$ cat src/rtl/core/rlbd_pkg.sv
`timescale 1ns / 1ps
// ----------------------------------------------------------------------------
// rlbd_pkg
// Shared widths, result codes, types and helpers of the run-length bitmap
// decoder.
// ----------------------------------------------------------------------------
package rlbd_pkg;

   localparam int MAX_DIM  = 4096;
   localparam int DIM_W    = 13;
   localparam int PIX_W    = 25;
   localparam int RUN_W    = 14;
   localparam int COLOR_W  = 8;
   localparam int OFF_W    = 24;
   localparam int Q_DEPTH  = 4;
   localparam int Q_PTR_W  = $clog2(Q_DEPTH);
   localparam int CNT_W    = $clog2(PIX_W + 1);
   localparam int CSR_ADDR_W = 2;

   // Configuration register indexes
   localparam logic [CSR_ADDR_W-1:0] CSR_OBJ_WIDTH   = 2'd0;
   localparam logic [CSR_ADDR_W-1:0] CSR_OBJ_HEIGHT  = 2'd1;
   localparam logic [CSR_ADDR_W-1:0] CSR_STRICT_MODE = 2'd2;

   // Result kinds
   localparam logic [1:0] KIND_RUN      = 2'd0;
   localparam logic [1:0] KIND_LINE_END = 2'd1;
   localparam logic [1:0] KIND_DONE_OK  = 2'd2;
   localparam logic [1:0] KIND_DONE_ERR = 2'd3;

   // Error codes
   localparam logic [1:0] ERR_NONE     = 2'd0;
   localparam logic [1:0] ERR_LINE_LEN = 2'd1;
   localparam logic [1:0] ERR_SHORT    = 2'd2;

   localparam logic [OFF_W-1:0] OFF_MAX = {OFF_W{1'b1}};

   // One parsed code handed from the parser to the executor
   typedef struct packed {
      logic               has_code;
      logic [RUN_W-1:0]   run;
      logic [COLOR_W-1:0] color;
      logic               last_byte;
   } code_entry_type;

   typedef struct packed {
      logic [1:0]         kind;
      logic [COLOR_W-1:0] color;
      logic [RUN_W-1:0]   run;
      logic [OFF_W-1:0]   start;
      logic [1:0]         err;
      logic               last;
   } rsp_item_type;

   typedef struct packed {
      logic busy;
      logic rem_zero;
   } mod_status_type;

   function automatic logic [DIM_W-1:0] clamp_dim(input logic [DIM_W-1:0] v);
      logic [DIM_W-1:0] r;
      r = v;
      if (v == '0) begin
         r = DIM_W'(1);
      end else if (v > DIM_W'(MAX_DIM)) begin
         r = DIM_W'(MAX_DIM);
      end
      return r;
   endfunction

   function automatic logic [OFF_W-1:0] sat_offset(input logic [PIX_W-1:0] p);
      logic [OFF_W-1:0] r;
      r = p[OFF_W-1:0];
      if (p > {1'b0, OFF_MAX}) begin
         r = OFF_MAX;
      end
      return r;
   endfunction

endpackage

$ cat src/rtl/core/rlbd_front.sv
`timescale 1ns / 1ps
// ----------------------------------------------------------------------------
// rlbd_front
// Byte parser: collects single-pixel bytes and long codes into whole codes
// and pushes one queue entry per completed code or final byte.
// ----------------------------------------------------------------------------
module rlbd_front
   import rlbd_pkg::*;
(
   input  logic               clock,
   input  logic               reset,
   input  logic               byte_valid,
   input  logic [7:0]         byte_data,
   input  logic               byte_last,
   input  logic               q_full,
   output logic               byte_ready,
   output logic               q_push,
   output code_entry_type     q_entry
);

   localparam logic [1:0] PH_COLOR = 2'd0;
   localparam logic [1:0] PH_FLAGS = 2'd1;
   localparam logic [1:0] PH_LEN2  = 2'd2;
   localparam logic [1:0] PH_CBYTE = 2'd3;

   logic [1:0]       phase_ff, phase_in;
   logic             has_color_ff, has_color_in;
   logic [RUN_W-1:0] run_ff, run_in;
   logic             take;
   logic             emit;
   logic [RUN_W-1:0] emit_run;
   logic [COLOR_W-1:0] emit_color;

   assign byte_ready = !q_full;
   assign take       = byte_valid && !q_full;

   always_comb begin
      phase_in     = phase_ff;
      has_color_in = has_color_ff;
      run_in       = run_ff;
      emit         = 1'b0;
      emit_run     = run_ff;
      emit_color   = '0;
      if (take) begin
         case (phase_ff)
            PH_COLOR: begin
               if (byte_data != 8'h00) begin
                  emit       = 1'b1;
                  emit_run   = RUN_W'(1);
                  emit_color = byte_data;
               end else begin
                  phase_in = PH_FLAGS;
               end
            end
            PH_FLAGS: begin
               has_color_in = byte_data[7];
               run_in       = RUN_W'(byte_data[5:0]);
               if (byte_data[6]) begin
                  phase_in = PH_LEN2;
               end else if (byte_data[7]) begin
                  phase_in = PH_CBYTE;
               end else begin
                  emit     = 1'b1;
                  emit_run = RUN_W'(byte_data[5:0]);
                  phase_in = PH_COLOR;
               end
            end
            PH_LEN2: begin
               run_in = {run_ff[5:0], byte_data};
               if (has_color_ff) begin
                  phase_in = PH_CBYTE;
               end else begin
                  emit     = 1'b1;
                  emit_run = {run_ff[5:0], byte_data};
                  phase_in = PH_COLOR;
               end
            end
            default: begin
               emit       = 1'b1;
               emit_run   = run_ff;
               emit_color = byte_data;
               phase_in   = PH_COLOR;
            end
         endcase
         // drop any half-parsed code at the end of the object
         if (byte_last) begin
            phase_in     = PH_COLOR;
            has_color_in = 1'b0;
            run_in       = '0;
         end
      end
   end

   assign q_push             = take && (emit || byte_last);
   assign q_entry.has_code   = emit;
   assign q_entry.run        = emit_run;
   assign q_entry.color      = emit_color;
   assign q_entry.last_byte  = byte_last;

   always_ff @(posedge clock) begin
      if (reset) begin
         phase_ff     <= PH_COLOR;
         has_color_ff <= 1'b0;
         run_ff       <= '0;
      end else begin
         phase_ff     <= phase_in;
         has_color_ff <= has_color_in;
         run_ff       <= run_in;
      end
   end

endmodule

$ cat src/rtl/core/rlbd_queue.sv
`timescale 1ns / 1ps
// ----------------------------------------------------------------------------
// rlbd_queue
// Small first-in first-out queue of parsed codes between parser and executor.
// ----------------------------------------------------------------------------
module rlbd_queue
   import rlbd_pkg::*;
(
   input  logic           clock,
   input  logic           reset,
   input  logic           push,
   input  code_entry_type push_entry,
   input  logic           pop,
   output logic           full,
   output logic           not_empty,
   output code_entry_type head
);

   code_entry_type       store_ff [Q_DEPTH];
   logic [Q_PTR_W-1:0]   wr_ptr_ff, wr_ptr_in;
   logic [Q_PTR_W-1:0]   rd_ptr_ff, rd_ptr_in;
   logic [Q_PTR_W:0]     count_ff, count_in;
   logic                 do_push, do_pop;

   assign full      = (count_ff == (Q_PTR_W+1)'(Q_DEPTH));
   assign not_empty = (count_ff != '0);
   assign head      = store_ff[rd_ptr_ff];
   assign do_push   = push && !full;
   assign do_pop    = pop && not_empty;

   always_comb begin
      wr_ptr_in = do_push ? wr_ptr_ff + Q_PTR_W'(1) : wr_ptr_ff;
      rd_ptr_in = do_pop  ? rd_ptr_ff + Q_PTR_W'(1) : rd_ptr_ff;
      count_in  = count_ff;
      if (do_push && !do_pop) begin
         count_in = count_ff + (Q_PTR_W+1)'(1);
      end else if (do_pop && !do_push) begin
         count_in = count_ff - (Q_PTR_W+1)'(1);
      end
   end

   always_ff @(posedge clock) begin
      if (do_push) begin
         store_ff[wr_ptr_ff] <= push_entry;
      end
   end

   always_ff @(posedge clock) begin
      if (reset) begin
         wr_ptr_ff <= '0;
         rd_ptr_ff <= '0;
         count_ff  <= '0;
      end else begin
         wr_ptr_ff <= wr_ptr_in;
         rd_ptr_ff <= rd_ptr_in;
         count_ff  <= count_in;
      end
   end

endmodule

$ cat src/rtl/core/rlbd_mod.sv
`timescale 1ns / 1ps
// ----------------------------------------------------------------------------
// rlbd_mod
// Bit-serial restoring remainder: pixel count modulo object width, one
// dividend bit per cycle.
// ----------------------------------------------------------------------------
module rlbd_mod
   import rlbd_pkg::*;
(
   input  logic             clock,
   input  logic             reset,
   input  logic             start,
   input  logic [PIX_W-1:0] dividend,
   input  logic [DIM_W-1:0] divisor,
   output mod_status_type   status
);

   logic [PIX_W-1:0] num_ff, num_in;
   logic [DIM_W-1:0] div_ff, div_in;
   logic [DIM_W-1:0] rem_ff, rem_in;
   logic [CNT_W-1:0] count_ff, count_in;
   logic [DIM_W:0]   trial;

   assign trial = {rem_ff, num_ff[PIX_W-1]};

   always_comb begin
      num_in   = num_ff;
      div_in   = div_ff;
      rem_in   = rem_ff;
      count_in = count_ff;
      if (start) begin
         num_in   = dividend;
         div_in   = divisor;
         rem_in   = '0;
         count_in = CNT_W'(PIX_W);
      end else if (count_ff != '0) begin
         // shift in the next bit, subtract the divisor where it fits
         num_in   = {num_ff[PIX_W-2:0], 1'b0};
         rem_in   = (trial >= {1'b0, div_ff}) ? DIM_W'(trial - {1'b0, div_ff})
                                              : trial[DIM_W-1:0];
         count_in = count_ff - CNT_W'(1);
      end
   end

   assign status.busy     = (count_ff != '0);
   assign status.rem_zero = (rem_ff == '0);

   always_ff @(posedge clock) begin
      num_ff <= num_in;
      div_ff <= div_in;
      rem_ff <= rem_in;
   end

   always_ff @(posedge clock) begin
      if (reset) begin
         count_ff <= '0;
      end else begin
         count_ff <= count_in;
      end
   end

endmodule

$ cat src/rtl/core/rlbd_back.sv
`timescale 1ns / 1ps
// ----------------------------------------------------------------------------
// rlbd_back
// Code executor: places runs in the bitmap, checks line ends, reports the
// object outcome and holds the result register.
// ----------------------------------------------------------------------------
module rlbd_back
   import rlbd_pkg::*;
(
   input  logic             clock,
   input  logic             reset,
   input  logic [DIM_W-1:0] height_eff,
   input  logic [PIX_W-1:0] area,
   input  logic             strict_mode,
   input  logic             q_not_empty,
   input  code_entry_type   q_head,
   output logic             q_pop,
   output logic             mod_start,
   output logic [PIX_W-1:0] mod_dividend,
   input  mod_status_type   mod_status,
   output logic             rsp_valid,
   input  logic             rsp_ready,
   output rsp_item_type     rsp_item
);

   localparam logic [1:0] ST_IDLE  = 2'd0;
   localparam logic [1:0] ST_MOD   = 2'd1;
   localparam logic [1:0] ST_FINAL = 2'd2;

   logic [1:0]       state_ff, state_in;
   logic [PIX_W-1:0] pix_ff, pix_in;
   logic [DIM_W-1:0] lines_ff, lines_in;
   logic             aborted_ff, aborted_in;
   logic             final_pend_ff, final_pend_in;
   logic             valid_ff, valid_in;
   rsp_item_type     item_ff, item_in;
   logic             out_free;
   logic             gate;
   logic [PIX_W:0]   sum;

   assign out_free     = !valid_ff || rsp_ready;
   assign gate         = !aborted_ff && (lines_ff < height_eff);
   assign sum          = {1'b0, pix_ff} + (PIX_W+1)'(q_head.run);
   assign mod_dividend = pix_ff;
   assign rsp_valid    = valid_ff;
   assign rsp_item     = item_ff;

   always_comb begin
      state_in      = state_ff;
      pix_in        = pix_ff;
      lines_in      = lines_ff;
      aborted_in    = aborted_ff;
      final_pend_in = final_pend_ff;
      valid_in      = valid_ff && !rsp_ready;
      item_in       = item_ff;
      q_pop         = 1'b0;
      mod_start     = 1'b0;
      case (state_ff)
         ST_IDLE: begin
            if (q_not_empty && out_free) begin
               q_pop = 1'b1;
               if (q_head.has_code && gate && (q_head.run != '0)) begin
                  // drop runs that overflow the bitmap
                  if (sum <= {1'b0, area}) begin
                     valid_in = 1'b1;
                     item_in  = '{kind: KIND_RUN, color: q_head.color,
                                  run: q_head.run, start: pix_ff[OFF_W-1:0],
                                  err: ERR_NONE, last: 1'b0};
                     pix_in   = sum[PIX_W-1:0];
                  end
                  if (q_head.last_byte) begin
                     state_in = ST_FINAL;
                  end
               end else if (q_head.has_code && gate) begin
                  mod_start     = 1'b1;
                  final_pend_in = q_head.last_byte;
                  state_in      = ST_MOD;
               end else if (q_head.last_byte) begin
                  state_in = ST_FINAL;
               end
            end
         end
         ST_MOD: begin
            if (!mod_status.busy && out_free) begin
               valid_in = 1'b1;
               item_in  = '{kind: KIND_LINE_END, color: '0, run: '0,
                            start: sat_offset(pix_ff), err: ERR_NONE, last: 1'b0};
               lines_in = lines_ff + DIM_W'(1);
               if (!mod_status.rem_zero) begin
                  item_in.err = ERR_LINE_LEN;
                  if (strict_mode) begin
                     item_in.kind = KIND_DONE_ERR;
                     item_in.last = 1'b1;
                     aborted_in   = 1'b1;
                     lines_in     = lines_ff;
                  end
               end
               state_in = final_pend_ff ? ST_FINAL : ST_IDLE;
            end
         end
         ST_FINAL: begin
            if (aborted_ff || out_free) begin
               if (!aborted_ff) begin
                  valid_in = 1'b1;
                  item_in  = '{kind: KIND_DONE_OK, color: '0, run: '0,
                               start: sat_offset(pix_ff), err: ERR_NONE,
                               last: 1'b1};
                  if (pix_ff < area) begin
                     item_in.kind = KIND_DONE_ERR;
                     item_in.err  = ERR_SHORT;
                  end
               end
               pix_in     = '0;
               lines_in   = '0;
               aborted_in = 1'b0;
               state_in   = ST_IDLE;
            end
         end
         default: begin
            state_in = ST_IDLE;
         end
      endcase
   end

   always_ff @(posedge clock) begin
      item_ff       <= item_in;
      final_pend_ff <= final_pend_in;
   end

   always_ff @(posedge clock) begin
      if (reset) begin
         state_ff   <= ST_IDLE;
         pix_ff     <= '0;
         lines_ff   <= '0;
         aborted_ff <= 1'b0;
         valid_ff   <= 1'b0;
      end else begin
         state_ff   <= state_in;
         pix_ff     <= pix_in;
         lines_ff   <= lines_in;
         aborted_ff <= aborted_in;
         valid_ff   <= valid_in;
      end
   end

endmodule

$ cat src/rtl/core/subtitle_rle_bitmap_decoder_top.sv
`timescale 1ns / 1ps
// ----------------------------------------------------------------------------
// subtitle_rle_bitmap_decoder_top
// Run-length bitmap decoder for one subtitle object: coded bytes in, runs of
// palette indices, line ends and a completion report out.
// ----------------------------------------------------------------------------
// The parser takes one coded byte per clock whenever its four-entry code
// queue has room, so the input side stalls only when the executor falls
// behind. The executor retires a pixel run straight from idle. A line end
// makes it wait while the pixel count is reduced modulo the object width
// by a bit-serial remainder unit that works through the 25 count bits in
// turn. The final report of an object has a state of its own. Results leave
// through a single output register, and the executor takes no further code
// from the queue while a result waits there unaccepted.
// The user must write object width, height and strict mode through the
// csr_ port only while no object is in flight; the block itself does not
// enforce this. Zero dimensions act as 1, oversized ones as 4096.
// ----------------------------------------------------------------------------
module subtitle_rle_bitmap_decoder_top
   import rlbd_pkg::*;
(
   input  logic                  clock,
   input  logic                  reset,
   // input transaction
   input  logic                  req_tvalid,
   output logic                  req_tready,
   input  logic [7:0]            req_tdata,   // [7:0] code_byte
   input  logic                  req_tlast,   // final_byte
   // result transaction
   output logic                  rsp_tvalid,
   input  logic                  rsp_tready,
   output logic [47:0]           rsp_tdata,   // [7:0] color_index, [21:8] run_length,
                                              // [45:22] start_offset, [47:46] error_code
   output logic [1:0]            rsp_tuser,   // [1:0] kind
   output logic                  rsp_tlast,   // last_result
   // configuration writes
   input  logic                  csr_we,
   input  logic [CSR_ADDR_W-1:0] csr_addr,
   input  logic [DIM_W-1:0]      csr_wdata
);

   logic [DIM_W-1:0]   width_ff, width_in;
   logic [DIM_W-1:0]   height_ff, height_in;
   logic               strict_ff, strict_in;
   logic [DIM_W-1:0]   width_eff, height_eff;
   logic [2*DIM_W-1:0] area_prod;
   logic [PIX_W-1:0]   area_ff;

   logic               q_push, q_pop, q_full, q_not_empty;
   code_entry_type     q_entry, q_head;
   logic               mod_start;
   logic [PIX_W-1:0]   mod_dividend;
   mod_status_type     mod_status;
   rsp_item_type       rsp_item;

   // Hold the registers; write only the one addressed
   always_comb begin
      width_in  = width_ff;
      height_in = height_ff;
      strict_in = strict_ff;
      if (csr_we) begin
         case (csr_addr)
            CSR_OBJ_WIDTH:   width_in  = csr_wdata;
            CSR_OBJ_HEIGHT:  height_in = csr_wdata;
            CSR_STRICT_MODE: strict_in = csr_wdata[0];
            default:         ;
         endcase
      end
   end

   always_ff @(posedge clock) begin
      if (reset) begin
         width_ff  <= DIM_W'(1);
         height_ff <= DIM_W'(1);
         strict_ff <= 1'b0;
      end else begin
         width_ff  <= width_in;
         height_ff <= height_in;
         strict_ff <= strict_in;
      end
   end

   assign width_eff  = clamp_dim(width_ff);
   assign height_eff = clamp_dim(height_ff);
   assign area_prod  = width_eff * height_eff;

   // Bitmap area, registered after the multiplier
   always_ff @(posedge clock) begin
      area_ff <= area_prod[PIX_W-1:0];
   end

   rlbd_front u_front (
      .clock      (clock),
      .reset      (reset),
      .byte_valid (req_tvalid),
      .byte_data  (req_tdata),
      .byte_last  (req_tlast),
      .q_full     (q_full),
      .byte_ready (req_tready),
      .q_push     (q_push),
      .q_entry    (q_entry)
   );

   rlbd_queue u_queue (
      .clock      (clock),
      .reset      (reset),
      .push       (q_push),
      .push_entry (q_entry),
      .pop        (q_pop),
      .full       (q_full),
      .not_empty  (q_not_empty),
      .head       (q_head)
   );

   rlbd_mod u_mod (
      .clock    (clock),
      .reset    (reset),
      .start    (mod_start),
      .dividend (mod_dividend),
      .divisor  (width_eff),
      .status   (mod_status)
   );

   rlbd_back u_back (
      .clock        (clock),
      .reset        (reset),
      .height_eff   (height_eff),
      .area         (area_ff),
      .strict_mode  (strict_ff),
      .q_not_empty  (q_not_empty),
      .q_head       (q_head),
      .q_pop        (q_pop),
      .mod_start    (mod_start),
      .mod_dividend (mod_dividend),
      .mod_status   (mod_status),
      .rsp_valid    (rsp_tvalid),
      .rsp_ready    (rsp_tready),
      .rsp_item     (rsp_item)
   );

   // Pack the result fields, error code in the top bits and color in the lowest
   assign rsp_tdata = {rsp_item.err, rsp_item.start, rsp_item.run, rsp_item.color};
   assign rsp_tuser = rsp_item.kind;
   assign rsp_tlast = rsp_item.last;

endmodule
$ cat config.mk
export PLATFORM = sky130hd
export DESIGN_NAME = subtitle_rle_bitmap_decoder_top
export DESIGN_NICKNAME = d
export VERILOG_FILES = /design/src/rtl/core/rlbd_pkg.sv /design/src/rtl/core/rlbd_front.sv /design/src/rtl/core/rlbd_queue.sv /design/src/rtl/core/rlbd_mod.sv /design/src/rtl/core/rlbd_back.sv /design/src/rtl/core/subtitle_rle_bitmap_decoder_top.sv
export SDC_FILE = /design/constraint.sdc
export NUM_CORES = 1
export LEC_CHECK = 0
export ABC_AREA = 0
export BUFFER_PORTS_ARGS = -buffer_cell sky130_fd_sc_hd__buf_2
export CAP_MARGIN = 20
export CORE_MARGIN = 1.5
export CORE_UTILIZATION = 55
export DETAILED_ROUTE_END_ITERATION = 7
export PLACE_DENSITY = 0.72
export SYNTH_ARGS = -nofsm -noshare
export SYNTH_HDL_FRONTEND = slang
export SYNTH_HIERARCHICAL = 1
export SYNTH_SLANG_ARGS = --single-unit
$ cat constraint.sdc
create_clock -name clock -period 9.1 [get_ports clock]
set_input_delay 1.365 -clock clock [delete_from_list [all_inputs] [get_ports clock]]
set_output_delay 1.365 -clock clock [all_outputs]
set_load 0.05 [all_outputs]
==> key figures, run 1 <==
Status
  • Status: finished, final reports clean

Clock tree
  • Post-CTS Resized: 0
  • CTS root buf: clkbuf_16
  • CTS Buf Count: 37
  • Number of H-tree levels: 2
  • CTS tree: done
  • Clock Path Buffers: 3
  • Clock Latency Late Sink: between 0.5 and 0.6 ns
  • Total clock sinks: ~320
  • CTS clk-pin slew, worst paths: approximately 0.06 ns
  • Post-CTS Hold Buffers: 0
  • Setup bufs post-CTS: 0

Pwr
  • Leakage Power: 9.91 nW
  • Maximum vdd drop: between 150 and 200 uV
  • PwrDens: between 200 and 300 mW/mm2

Detailed routing
  • Drt pass-1 iters: 5
  • Final WL: 51.9 mm
  • Antenna violation net count after detailed routing: 0
  • Via/cell ratio: a little under 6
  • Routed vias: ~16,000
  • Initial DRC Count: 1,058
  • # DRC: 0
  • Routed wire per std cell: a little under 20 um

Finish
  • Commonest non-fill, non-tap cell in the layout: inv_1
  • Design area: 0.0235 mm2
  • Most frequent cells in the layout: 267 x inv_1, 240 x nand2_1, 185 x edfxtp_1, 168 x ha_1, 153 x nor2_1
  • Inserted Diodes: 0
  • Nets: 2,473
  • P&R area growth vs syn: 9.12%
  • Layout cells sized above 1: a little under an eighth

Setup path
  • Critical path arrival: between 7 and 8 ns
  • Required time of the critical path: 9.27 ns
  • Worst setup EP type: register
  • Worst setup SP type: register
  • CP max FO: 48
  • Setup CP Type: reg -> reg

Floorplanning
  • Initial core utilization: 55.8%
  • DIE HEIGHT: roughly 200 um
  • Rows: roughly 70
  • Die width: just over 200 um
  • Number of I/O pins: 82
  • Die Area: approximately 0.040 mm2
  • Core area: approximately 0.039 mm2

Job
  • Max-cap violations: 0

STA
  • Slew headroom: around 25%
  • Final Hold Vio Count: 0
  • Period utilization: 77.8%
  • Final Critical Period: 7.08 ns
  • Fmax: between 100 and 150 MHz
  • Pins Over Slew Limit: 0
  • Clock Skew: roughly 0.03 ns
  • RSZ-0062 raised after global routing: no
  • Setup TNS: 0 ns
  • Setup violators final: 0
  • Worst Tran Pin Value: ~1.1 ns

Synthesis
  • Area of the mapped netlist: around 0.022 mm2
  • Synth area leaders: edfxtp_1 26%, dfxtp_1 13%, fa_1 11%
  • Cell taking the most area after synthesis: edfxtp_1
  • Yosys warning total: 6
  • Sequential area share after synthesis: between 30 and 40%
  • Syn_nets: 2,420
  • Post-synthesis cell type count: about 110
  • Mean area per synthesized cell: 10.3 um2
  • Cells after synthesis: about 2,100
  • EDFF count, synth: around 190
  • Yosys top cell area share: roughly 26%
  • Main synth FF type: edfxtp_1
  • #FFs+latches synth: approximately 320
  • Asr flop ratio synth: 0%

Place
  • Placed inst area: 0.0223 mm2
  • Gpl congestion: 0.958
  • IO buf count: 81
  • HPWL Detailed: a little under 40 mm

Global route
  • Maximum number of pins on one net before global-route repair: 67
  • Total GRT Usage: a little over a quarter
  • Number of global-route vias before repair: roughly 16,000
  • First-pass GRT wire length: roughly 83 mm
  • Initial antenna violation count: 1
  • Gr ovfl total: 0

Min path
  • HP Start: width_ff[11]
  • Path type of the worst min-delay path: reg -> reg
[cell type report]
cell class,count,area (um2)
fill,3192,15100
multi-input combinational,1411,11800
sequential,323,8320
inverter,281,1050
clock buffer,51,998
tap,518,648
timing repair buffer,99,562
clock inverter,17,170
[worst max-delay path: stages, from the launching register on]
cell and delay [ns]:
dfxtp_1 0.72, mux4_1 0.69, ha_1 0.28, fa_1 0.44, a211o_1 0.35, nand2_1 0.09
o21ai_0 0.14, o21ai_1 0.61, nor3_1 0.19, xnor2_1 0.18, ha_1 0.21, a211oi_1 0.25
o21ai_0 0.14, a31oi_1 0.29, o211ai_1 0.17, a21boi_2 0.62, a21oi_1 0.22, a2111oi_4 0.45
buf_4 0.58
[registers in the layout, indices dropped and copies added, names as in the netlist, 5 cells and up, named ones only]
register	flops
u_back/lines_ff	13
u_front/run_ff	14
u_queue/store_ff	96
u_mod/rem_ff	13
u_mod/num_ff	25
area_ff	25
u_mod/count_ff	5
width_ff	13
height_ff	13
u_back/rsp_item	50
u_mod/div_ff	13
u_back/mod_dividend	25
[report_power, final]
group          leakage (nW)  internal, W  switching, W
sequential             2.92      0.00199      0.000190
combinational          6.42     0.000796       0.00159
clock                 0.563     0.000834      0.000589
total                  9.91      0.00362       0.00237
[worst paths after layout]
path / to / slack (ns) / depth (start not counted)
hold reg to reg: width_ff[11] / 0.47 / 2
setup reg to reg: u_back/rsp_item[18] / 2.02 / 18
hold / removal: width_ff[11] / 0.47 / 2
setup / recovery: u_back/rsp_item[18] / 2.02 / 18
[stage by stage]
| stage | util, % | power [W] | instances | setup slack (ns) | hold slack, ns |
|---|---|---|---|---|---|
| 3_5_place_dp | 57.8 | 0.00455 | 2630 | 2.18 | 0.457 |
| 2_1_floorplan | - | 0.00397 | 2100 | 1.28 | 0.438 |
| 5_1_grt | 60.9 | 0.00630 | 2700 | 1.53 | 0.494 |
| 3_3_place_gp | 57.8 | 0.00449 | 2629 | 2.25 | 0.451 |
| 4_1_cts | 60.8 | 0.00599 | 2698 | 2.11 | 0.473 |
| 6_report | 60.9 | 0.00599 | 2700 | 2.02 | 0.472 |
[kinds of logic after synthesis]
| logic type | count (synthesis) | synth area share [%] |
|---|---|---|
| AOI/OAI and AO/OA | 344 | 11.4 |
| xor gates and xnor gates | 64 | 2.60 |
| adders and majority gates | 291 | 21.2 |
| buffers and inverters | 366 | 6.86 |
| DFF | 323 | 38.6 |
| muxes | 73 | 5.02 |
| and+or+nand+nor | 639 | 14.4 |
[cells in the mapped netlist (all sizes together), types with 6 or more instances]
master and count:
xnor2 35, or3 10, o21ai 55, mux4 24, a211oi 26, and3 7
a21o 23, a21boi 6, clkinv 11, nand2 241, nand3b 17, a311oi 9
nor2 153, fa 123, mux2 26, a21oi 84, o211ai 17, inv 270
ha 168, mux2i 23, buf 24, a22o 25, nand3 29, a211o 6
clkbuf 61, nand4 23, nor3 28, dfxtp 138, nor4 17, edfxtp 185
nor2b 34, o311ai 8, xor2 29, o21a 34, a31oi 11, nand2b 24
and2 24
[routing by layer]
| metal | part of all wire [%] | GRT usage, % | up-vias |
|---|---|---|---|
| met2 | 46 | 41.6 | 538 |
| met1 | 45 | 36.6 | 7633 |
| met3 | 6.5 | 4.04 | 99 |
| li1 | - | - | 7350 |
| met5 | 0.021 | 0 | - |
| met4 | 2.9 | 8.59 | 2 |
Note: power is estimated with default switching activity, not from simulation.
==> run 2: changes to the inputs <==
--- a/config.mk
+++ b/config.mk
@@ -11,7 +11,7 @@
 export CORE_MARGIN = 1.5
 export CORE_UTILIZATION = 55
 export DETAILED_ROUTE_END_ITERATION = 7
-export PLACE_DENSITY = 0.72
+export PLACE_DENSITY = 0.75
 export SYNTH_ARGS = -nofsm -noshare
 export SYNTH_HDL_FRONTEND = slang
 export SYNTH_HIERARCHICAL = 1
==> constraint.sdc (replaced) <==
create_clock -name clock -period 5.87 [get_ports clock]
set_input_delay 0.8805 -clock clock [delete_from_list [all_inputs] [get_ports clock]]
set_output_delay 0.8805 -clock clock [all_outputs]
set_load 0.05 [all_outputs]
==> run 2 against run 1 <==
  * Non-clock buffer count up 46
  * Combinational power up 59%
  * Register-to-register slack worse by 1.8 ns
==> key figures, run 2 (same netlist as run 1, synthesis figures left out) <==
Clock tree
  • CTS tree: done (unchanged)
  • Total clock sinks: 323 (unchanged)
  • CTS Buf Count: 36 (was 37)
  • Clock Path Buffers: 3 (unchanged)
  • Post-CTS Hold Buffers: 0 (unchanged)
  • Number of H-tree levels: 2 (unchanged)
  • CTS clk-pin slew, worst paths: 0.06 ns (about the same)
  • Clock Latency Late Sink: 0.57 ns (was 0.56 ns)
  • CTS root buf: clkbuf_16 (unchanged)

STA
  • Setup violators final: 0 (unchanged)
  • Final Hold Vio Count: 0 (unchanged)
  • RSZ-0062 raised after global routing: yes (was no)
  • Period utilization: 96.2% (was 77.8%)
  • Final Critical Period: 5.64 ns (was 7.08 ns)
  • Setup TNS: 0 ns (unchanged)
  • Slew headroom: 31.1% (was 25.1%)
  • Fmax: 177 MHz (was 141 MHz)
  • Pins Over Slew Limit: 0 (unchanged)
  • Clock Skew: 0.0219 ns (was 0.0293 ns)
  • Worst Tran Pin Value: 1.03 ns (was 1.12 ns)

Pwr
  • Sw Share: 39.6% (was 39.5%)
  • PwrDens: 391 mW/mm2 (was 254 mW/mm2)
  • Maximum vdd drop: 388 uV (was 183 uV)
  • Clk pwr share: 23.9% (was 23.8%)
  • Flop pwr share: 35.9% (was 36.4%)
  • Pint: 0.00567 W (was 0.00362 W)
  • Comb pwr share: 40.2% (was 39.8%)
  • Sw power: 0.00373 W (was 0.00237 W)
  • Leakage Power: 10.1 nW (was 9.91 nW)

Finish
  • Fill cell count: 3,144 (was 3,192)
  • P&R area growth vs syn: 11.5% (was 9.12%)
  • Layout cells sized above 1: 14.7% (was 11.5%)
  • Register Area: 0.00832 mm2 (about the same)
  • Final Non-Filler Cells: 2,744 (was 2,700)
  • Multi-input gate area: 0.0119 mm2 (was 0.0118 mm2)
  • Commonest non-fill, non-tap cell in the layout: inv_1 (unchanged)
  • Inserted Diodes: 0 (unchanged)
  • Top reg by flops: u_queue/store_ff (unchanged)
  • Max reg flops: 96 (unchanged)
  • Nets: 2,518 (was 2,473)
  • Most frequent cells in the layout: 267 x inv_1, 240 x nand2_1, 185 x edfxtp_1, 161 x ha_1, 153 x nor2_1 (was 267 x inv_1, 240 x nand2_1, 185 x edfxtp_1, 168 x ha_1, 153 x nor2_1)

Setup path
  • Slowest CP cell: fa_1 (was dfxtp_1)
  • Reg-to-reg endpoint: area_ff[18] (was u_back/rsp_item[18])
  • CP Capture Point: area_ff[18] (was u_back/rsp_item[18])
  • Crit path max-delay family: adder cells (was compound AO/OA/AOI/OAI gates)
  • Worst setup SP type: register (unchanged)
  • CP Buf/Inv Count: 7 (was 1)
  • Critical Path Max Stage Delay: 0.56 ns (was 0.72 ns)
  • Worst reg-to-reg setup slack: 0.23 ns (was 2.02 ns)
  • Worst r2r src: width_ff[12]
  • WP depth: 21 (was 18)
  • CP cell instances: clkinvlp_4 -> buf_4 -> nand2_1 -> buf_4 -> nor2_1 -> fa_1 -> inv_1 -> fa_1 -> inv_1 -> fa_1 -> fa_1 -> inv_1 -> fa_1 -> inv_1 -> ha_1 -> a211oi_1 -> o21ai_1 -> or2_1 -> a21oi_1 -> o211ai_1 -> a22o_1 (was mux4_1 -> ha_1 -> fa_1 -> a211o_1 -> nand2_1 -> o21ai_0 -> o21ai_1 -> nor3_1 -> xnor2_1 -> ha_1 -> a211oi_1 -> o21ai_0 -> a31oi_1 -> o211ai_1 -> a21boi_2 -> a21oi_1 -> a2111oi_4 -> buf_4)
  • CP max FO: 13 (was 48)
  • FF-to-FF path depth: 21 (was 18)
  • Worst setup EP type: register (unchanged)
  • CP Launch Point: width_ff[12]
  • Critical path arrival: 6.09 ns (was 7.25 ns)
  • Setup CP Type: reg -> reg (unchanged)
  • Required time of the critical path: 6.31 ns (was 9.27 ns)
  • Crit-path most repeated cell: fa_1

Place
  • Gpl congestion: 0.945 (was 0.958)
  • HPWL Detailed: 39.5 mm (was 38.5 mm)
  • Inst Count DP: 2,673 (was 2,630)
  • IO buf count: 81 (unchanged)

Floorplanning
  • Number of I/O pins: 82 (unchanged)
  • Initial core utilization: 55.8% (unchanged)
  • Die Area: 0.0404 mm2 (unchanged)
  • DIE HEIGHT: 201 um (unchanged)
  • Rows: 72 (unchanged)
  • Core area: 0.0386 mm2 (unchanged)
  • Die width: 201 um (unchanged)

Detailed routing
  • Via/cell ratio: 5.72 (was 5.79)
  • Antenna violation net count after detailed routing: 0 (unchanged)
  • Routed vias: 15,700 (was 15,600)
  • Routed wire per std cell: 19.3 um (was 19.2 um)
  • Drt pass-1 iters: 5 (unchanged)
  • Final WL: 53.0 mm (was 51.9 mm)
  • Initial DRC Count: 1,288 (was 1,058)
  • # DRC: 0 (unchanged)

Status
  • Status: finished, final reports clean (unchanged)

Global route
  • Maximum number of pins on one net before global-route repair: 60 (was 67)
  • Initial antenna violation count: 1 (unchanged)
  • Total GRT Usage: 26.8% (was 26.1%)
  • First-pass GRT wire length: 85.5 mm (was 83.1 mm)
  • Gr ovfl total: 0 (unchanged)
  • Number of global-route vias before repair: 15,700 (was 15,500)

Job
  • Max-cap violations: 0 (unchanged)

Min path
  • Path type of the worst min-delay path: reg -> reg (unchanged)
[run 2: metal layers]
layer	up-vias	global-route usage, %	part of all wire, %
met5	-	0	0
met2	534	42.7	46
met3	84	4.63	6.5
met4	0	7.38	2.3
met1	7623	37.8	45
li1	7442	-	-
[run 2: what timing repair did]
item	in CTS	in global routing
endpoints found under the hold margin	0	0
setup buffers	0	3
resized for setup	0	8
setup endpoints to repair	0	7
[run 2: power by group through the flow]
stage                     combinational [W]  sequential, W  clock (W)
after global placement              0.00363        0.00339          0
after floorplan                     0.00225        0.00397          0
after CTS                           0.00376        0.00338    0.00229
after detailed placement            0.00372        0.00341          0
after global routing                0.00408        0.00343    0.00237
final                               0.00378        0.00338    0.00224
[run 2: metrics by stage]
| step | area, um2 | utilization, % | worst slack, ns | hold WS (ns) | total power, W |
|---|---|---|---|---|---|
| final | 24100 | 62.2 | 0.226 | 0.476 | 0.00940 |
| after global routing | 24100 | 62.2 | -0.0318 | 0.491 | 0.00989 |
| after CTS | 24000 | 62.0 | 0.164 | 0.475 | 0.00943 |
| after detailed placement | 22800 | 59.0 | 0.187 | 0.458 | 0.00714 |
| after global placement | 22800 | 58.9 | 0.273 | 0.450 | 0.00702 |
| after floorplan | 21700 | - | -0.114 | 0.438 | 0.00622 |
[run 2: worst min path at each step]
| stage | slack (ns) | endpoint | cells after the start | start |
|---|---|---|---|---|
| 5_1_grt | 0.49 | u_front/run_ff[6] | 1 | u_front/run_ff[6] |
| 2_1_floorplan | 0.44 | height_ff[0] | 2 | height_ff[0] |
| 4_1_cts | 0.48 | u_front/run_ff[13] | 1 | u_front/run_ff[13] |
| 3_5_place_dp | 0.46 | u_front/run_ff[6] | 1 | u_front/run_ff[6] |
| 6_report | 0.48 | u_front/run_ff[8] | 1 | u_front/run_ff[8] |
| 3_3_place_gp | 0.45 | u_front/run_ff[6] | 1 | u_front/run_ff[6] |
[run 2: worst register-to-register path: cells and delay by family, from the launching register on]
family	cells	cell delay, ns
AO/OA/AOI/OAI	5	0.96
flip-flops	1	0.37
buffers and inverters	7	0.80
AND/OR/NAND/NOR	3	0.42
adder cells (fa/ha/maj)	6	2.98
[run 2: area by class of cell]
cell class / instances / area share (%)
inverters: 281 / 4.43
well taps: 518 / 2.69
clock inverters: 17 / 0.635
repair buffers: 145 / 3.81
clock buffers: 49 / 4.24
flip-flops and latches: 323 / 34.6
multi-input cells: 1411 / 49.6
==> run 3: changes to the inputs <==
--- a/config.mk
+++ b/config.mk
@@ -10,8 +10,11 @@
 export CAP_MARGIN = 20
 export CORE_MARGIN = 1.5
 export CORE_UTILIZATION = 55
+export CTS_BUF_LIST = sky130_fd_sc_hd__clkbuf_8
 export DETAILED_ROUTE_END_ITERATION = 7
 export PLACE_DENSITY = 0.75
+export RECOVER_POWER = 25
+export REMOVE_ABC_BUFFERS = 1
 export SYNTH_ARGS = -nofsm -noshare
 export SYNTH_HDL_FRONTEND = slang
 export SYNTH_HIERARCHICAL = 1
==> run 3 against run 2 <==
  * The flow now finishes with violations (capacitance limit, slew limit)
  * Sequential power is 1% lower
  * Worst setup slack worse by 0.022 ns
  * Utilization decreased by 0.70 points
  * First-iteration DRC count decreased by 13%
  * Cell count is 1.2% higher
  * Sequential cell count did not move
  * Non-clock buffer count increased by 3
  * Register-to-register slack worse by 0.02 ns
  * Design area down 1.1%
==> key figures, run 3 (same netlist as run 1, synthesis figures left out) <==
STA
  • Final Critical Period: 5.67 ns (was 5.64 ns)
  • Pins Over Slew Limit: 30 (was 0)
  • Final Hold Vio Count: 0 (unchanged)
  • Worst Tran Pin Value: 1.61 ns (was 1.03 ns)
  • Setup TNS: 0 ns (unchanged)
  • Fmax: 176 MHz (was 177 MHz)
  • RSZ-0062 raised after global routing: no (was yes)
  • Clock Skew: 0.0345 ns (was 0.0219 ns)
  • Period utilization: 96.5% (was 96.2%)
  • Slew headroom: -7.01% (was 31.1%)
  • Setup violators final: 0 (unchanged)

Finish
  • Most frequent cells in the layout: 287 x inv_1, 240 x nand2_1, 185 x edfxtp_1, 168 x ha_1, 153 x nor2_1 (was 267 x inv_1, 240 x nand2_1, 185 x edfxtp_1, 161 x ha_1, 153 x nor2_1)
  • Layout cells sized above 1: 12.7% (was 14.7%)
  • P&R area growth vs syn: 10.3% (was 11.5%)
  • Design area: 0.0238 mm2 (was 0.0241 mm2)
  • Top reg by flops: u_queue/store_ff (unchanged)
  • Max reg flops: 96 (unchanged)
  • Fill cell count: 3,170 (was 3,144)
  • Final Non-Filler Cells: 2,778 (was 2,744)
  • Final core utilization: 61.5% (was 62.2%)
  • Nets: 2,537 (was 2,518)
  • Inserted Diodes: 0 (unchanged)
  • Commonest non-fill, non-tap cell in the layout: inv_1 (unchanged)

Job
  • Max-cap violations: 1 (was 0)

Global route
  • GR Layer Usage met3: 4.79% (was 4.63%)
  • First-pass GRT wire length: 86.0 mm (was 85.5 mm)
  • Number of global-route vias before repair: 16,200 (was 15,700)
  • Gr ovfl total: 0 (unchanged)
  • Total GRT Usage: 26.9% (was 26.8%)
  • Met1 Use GR: 36.1% (was 37.8%)
  • Initial antenna violation count: 1 (unchanged)
  • Met2 usage: 44.0% (was 42.7%)
  • GRT busiest layer: met2 (unchanged)
  • Maximum number of pins on one net before global-route repair: 42 (was 60)

Detailed routing
  • Routed vias: 15,800 (was 15,700)
  • Drt pass-1 iters: 5 (unchanged)
  • Antenna violation net count after detailed routing: 0 (unchanged)
  • Initial DRC Count: 1,124 (was 1,288)
  • Final WL: 53.1 mm (was 53.0 mm)
  • Routed wire per std cell: 19.1 um (was 19.3 um)
  • # DRC: 0 (unchanged)
  • Via/cell ratio: 5.70 (was 5.72)

Place
  • Gpl congestion: 0.963 (was 0.945)
  • Inst Count DP: 2,678 (was 2,673)
  • Placed inst area: 0.0227 mm2 (was 0.0228 mm2)
  • IO buf count: 81 (unchanged)
  • HPWL Detailed: 40.0 mm (was 39.5 mm)

Setup path
  • Worst setup EP type: register (unchanged)
  • FF-to-FF path depth: 20 (was 21)
  • Worst setup SP type: register (unchanged)
  • Setup CP Type: reg -> reg (unchanged)
  • CP max FO: 12 (was 13)
  • Worst r2r src: width_ff[12] (unchanged)
  • Reg-to-reg endpoint: area_ff[21] (was area_ff[18])
  • Critical path arrival: 6.27 ns (was 6.09 ns)
  • Worst reg-to-reg setup slack: 0.20 ns (was 0.23 ns)
  • Required time of the critical path: 6.47 ns (was 6.31 ns)

Clock tree
  • Clock Path Buffers: 3 (unchanged)
  • Clock Latency Late Sink: 0.66 ns (was 0.57 ns)
  • CTS Buf Count: 52 (was 36)
  • Post-CTS Hold Buffers: 0 (unchanged)
  • CTS tree: done (unchanged)
  • Number of H-tree levels: 2 (unchanged)
  • CTS clk-pin slew, worst paths: 0.06 ns (about the same)
  • CTS root buf: clkbuf_8 (was clkbuf_16)
  • Total clock sinks: 323 (unchanged)

Status
  • Failing checks: capacitance limit, slew limit
  • Status: complete, but fails checks (was finished, final reports clean)

Pwr
  • Maximum vdd drop: 350 uV (was 388 uV)
  • PwrDens: 384 mW/mm2 (was 391 mW/mm2)
  • Leakage Power: 10.1 nW (about the same)

Floorplanning
  • Number of I/O pins: 82 (unchanged)
  • DIE HEIGHT: 201 um (unchanged)
  • Core area: 0.0386 mm2 (unchanged)
  • Die Area: 0.0404 mm2 (unchanged)
  • Die width: 201 um (unchanged)
  • Rows: 72 (unchanged)
  • Initial core utilization: 55.8% (unchanged)

Min path
  • Worst hold path endpoint: height_ff[3] (was u_front/run_ff[8])
  • HP Start: height_ff[3] (was u_front/run_ff[8])
  • Hold Path Depth: 2 (was 1)
  • Path type of the worst min-delay path: reg -> reg (unchanged)
==> run 3: cell count changes in the layout (fill, tap and decap cells not counted), moves of 6 or more <==
cell,delta
clkbuf_8,+51
ha_4,-6
clkbuf_1,+27
clkbuf_16,-36
ha_1,+7
inv_1,+20
and2_1,-6
clkinv_1,+7
and2_0,+7
buf_2,-29
==> run 3: area by class of cell <==
class                           instances  area [um2]  area share, %
Sequential cell                       323        8320           35.0
Inverter                              281        1060           4.47
Timing Repair Buffer                  148         882           3.71
Clock inverter                         41         310           1.30
Tap cell                              518         648           2.73
Multi-Input combinational cell       1411       11800           49.6
Clock buffer                           56         771           3.24
==> run 3: stage by stage <==
step	hold slack, ns	setup slack [ns]	total power, W
final	0.479	0.204	0.00913
after floorplan	0.438	-2.79	0.00606
after global placement	0.454	0.248	0.00699
after CTS	0.448	0.153	0.00916
after global routing	0.475	0.0168	0.00964
after detailed placement	0.456	0.181	0.00712
==> run 3: critical path, cell delays in order, from the launching register on <==
cell and delay, ns:
dfxtp_1 0.37, clkinvlp_4 0.21, nand2_1 0.17, buf_4 0.18, nor2_1 0.07, fa_1 0.52, inv_1 0.06, fa_1 0.58
inv_1 0.07, fa_1 0.50, inv_1 0.05, fa_1 0.49, fa_1 0.56, inv_1 0.05, ha_1 0.37, a21oi_2 0.23
nand2_1 0.11, o211ai_1 0.26, o211ai_2 0.18, or4b_1 0.49, nand3_1 0.09
==> run 3: metal layers <==
layer | wire length (um) | vias up
met5 | 7 | -
met4 | 1620 | 2
met1 | 23100 | 7671
met2 | 24800 | 539
li1 | - | 7493
met3 | 3500 | 116
==> run 3: power breakdown <==
part	total [W]	switching (W)	internal (W)
Sequential	0.00333	0.000254	0.00308
Combinational	0.00378	0.00251	0.00127
Clock	0.00201	0.000942	0.00107
==> run 3: how the worst max path moves through the flow <==
stage	from	endpoint	slack, ns
floorplan	register	u_back/rsp_item[10]	-2.79
global placement	width_ff[12]	area_ff[21]	0.25
detailed placement	width_ff[4]	area_ff[21]	0.18
CTS	width_ff[4]	area_ff[21]	0.15
global route	width_ff[12]	area_ff[21]	0.02
finish	width_ff[12]	area_ff[21]	0.20
==> run 3: repair_timing <==
action,4_1_cts,5_1_grt
gates resized for setup,0,8
endpoints found under the hold margin,0,0
setup buffers,0,1
setup endpoints to repair,0,48
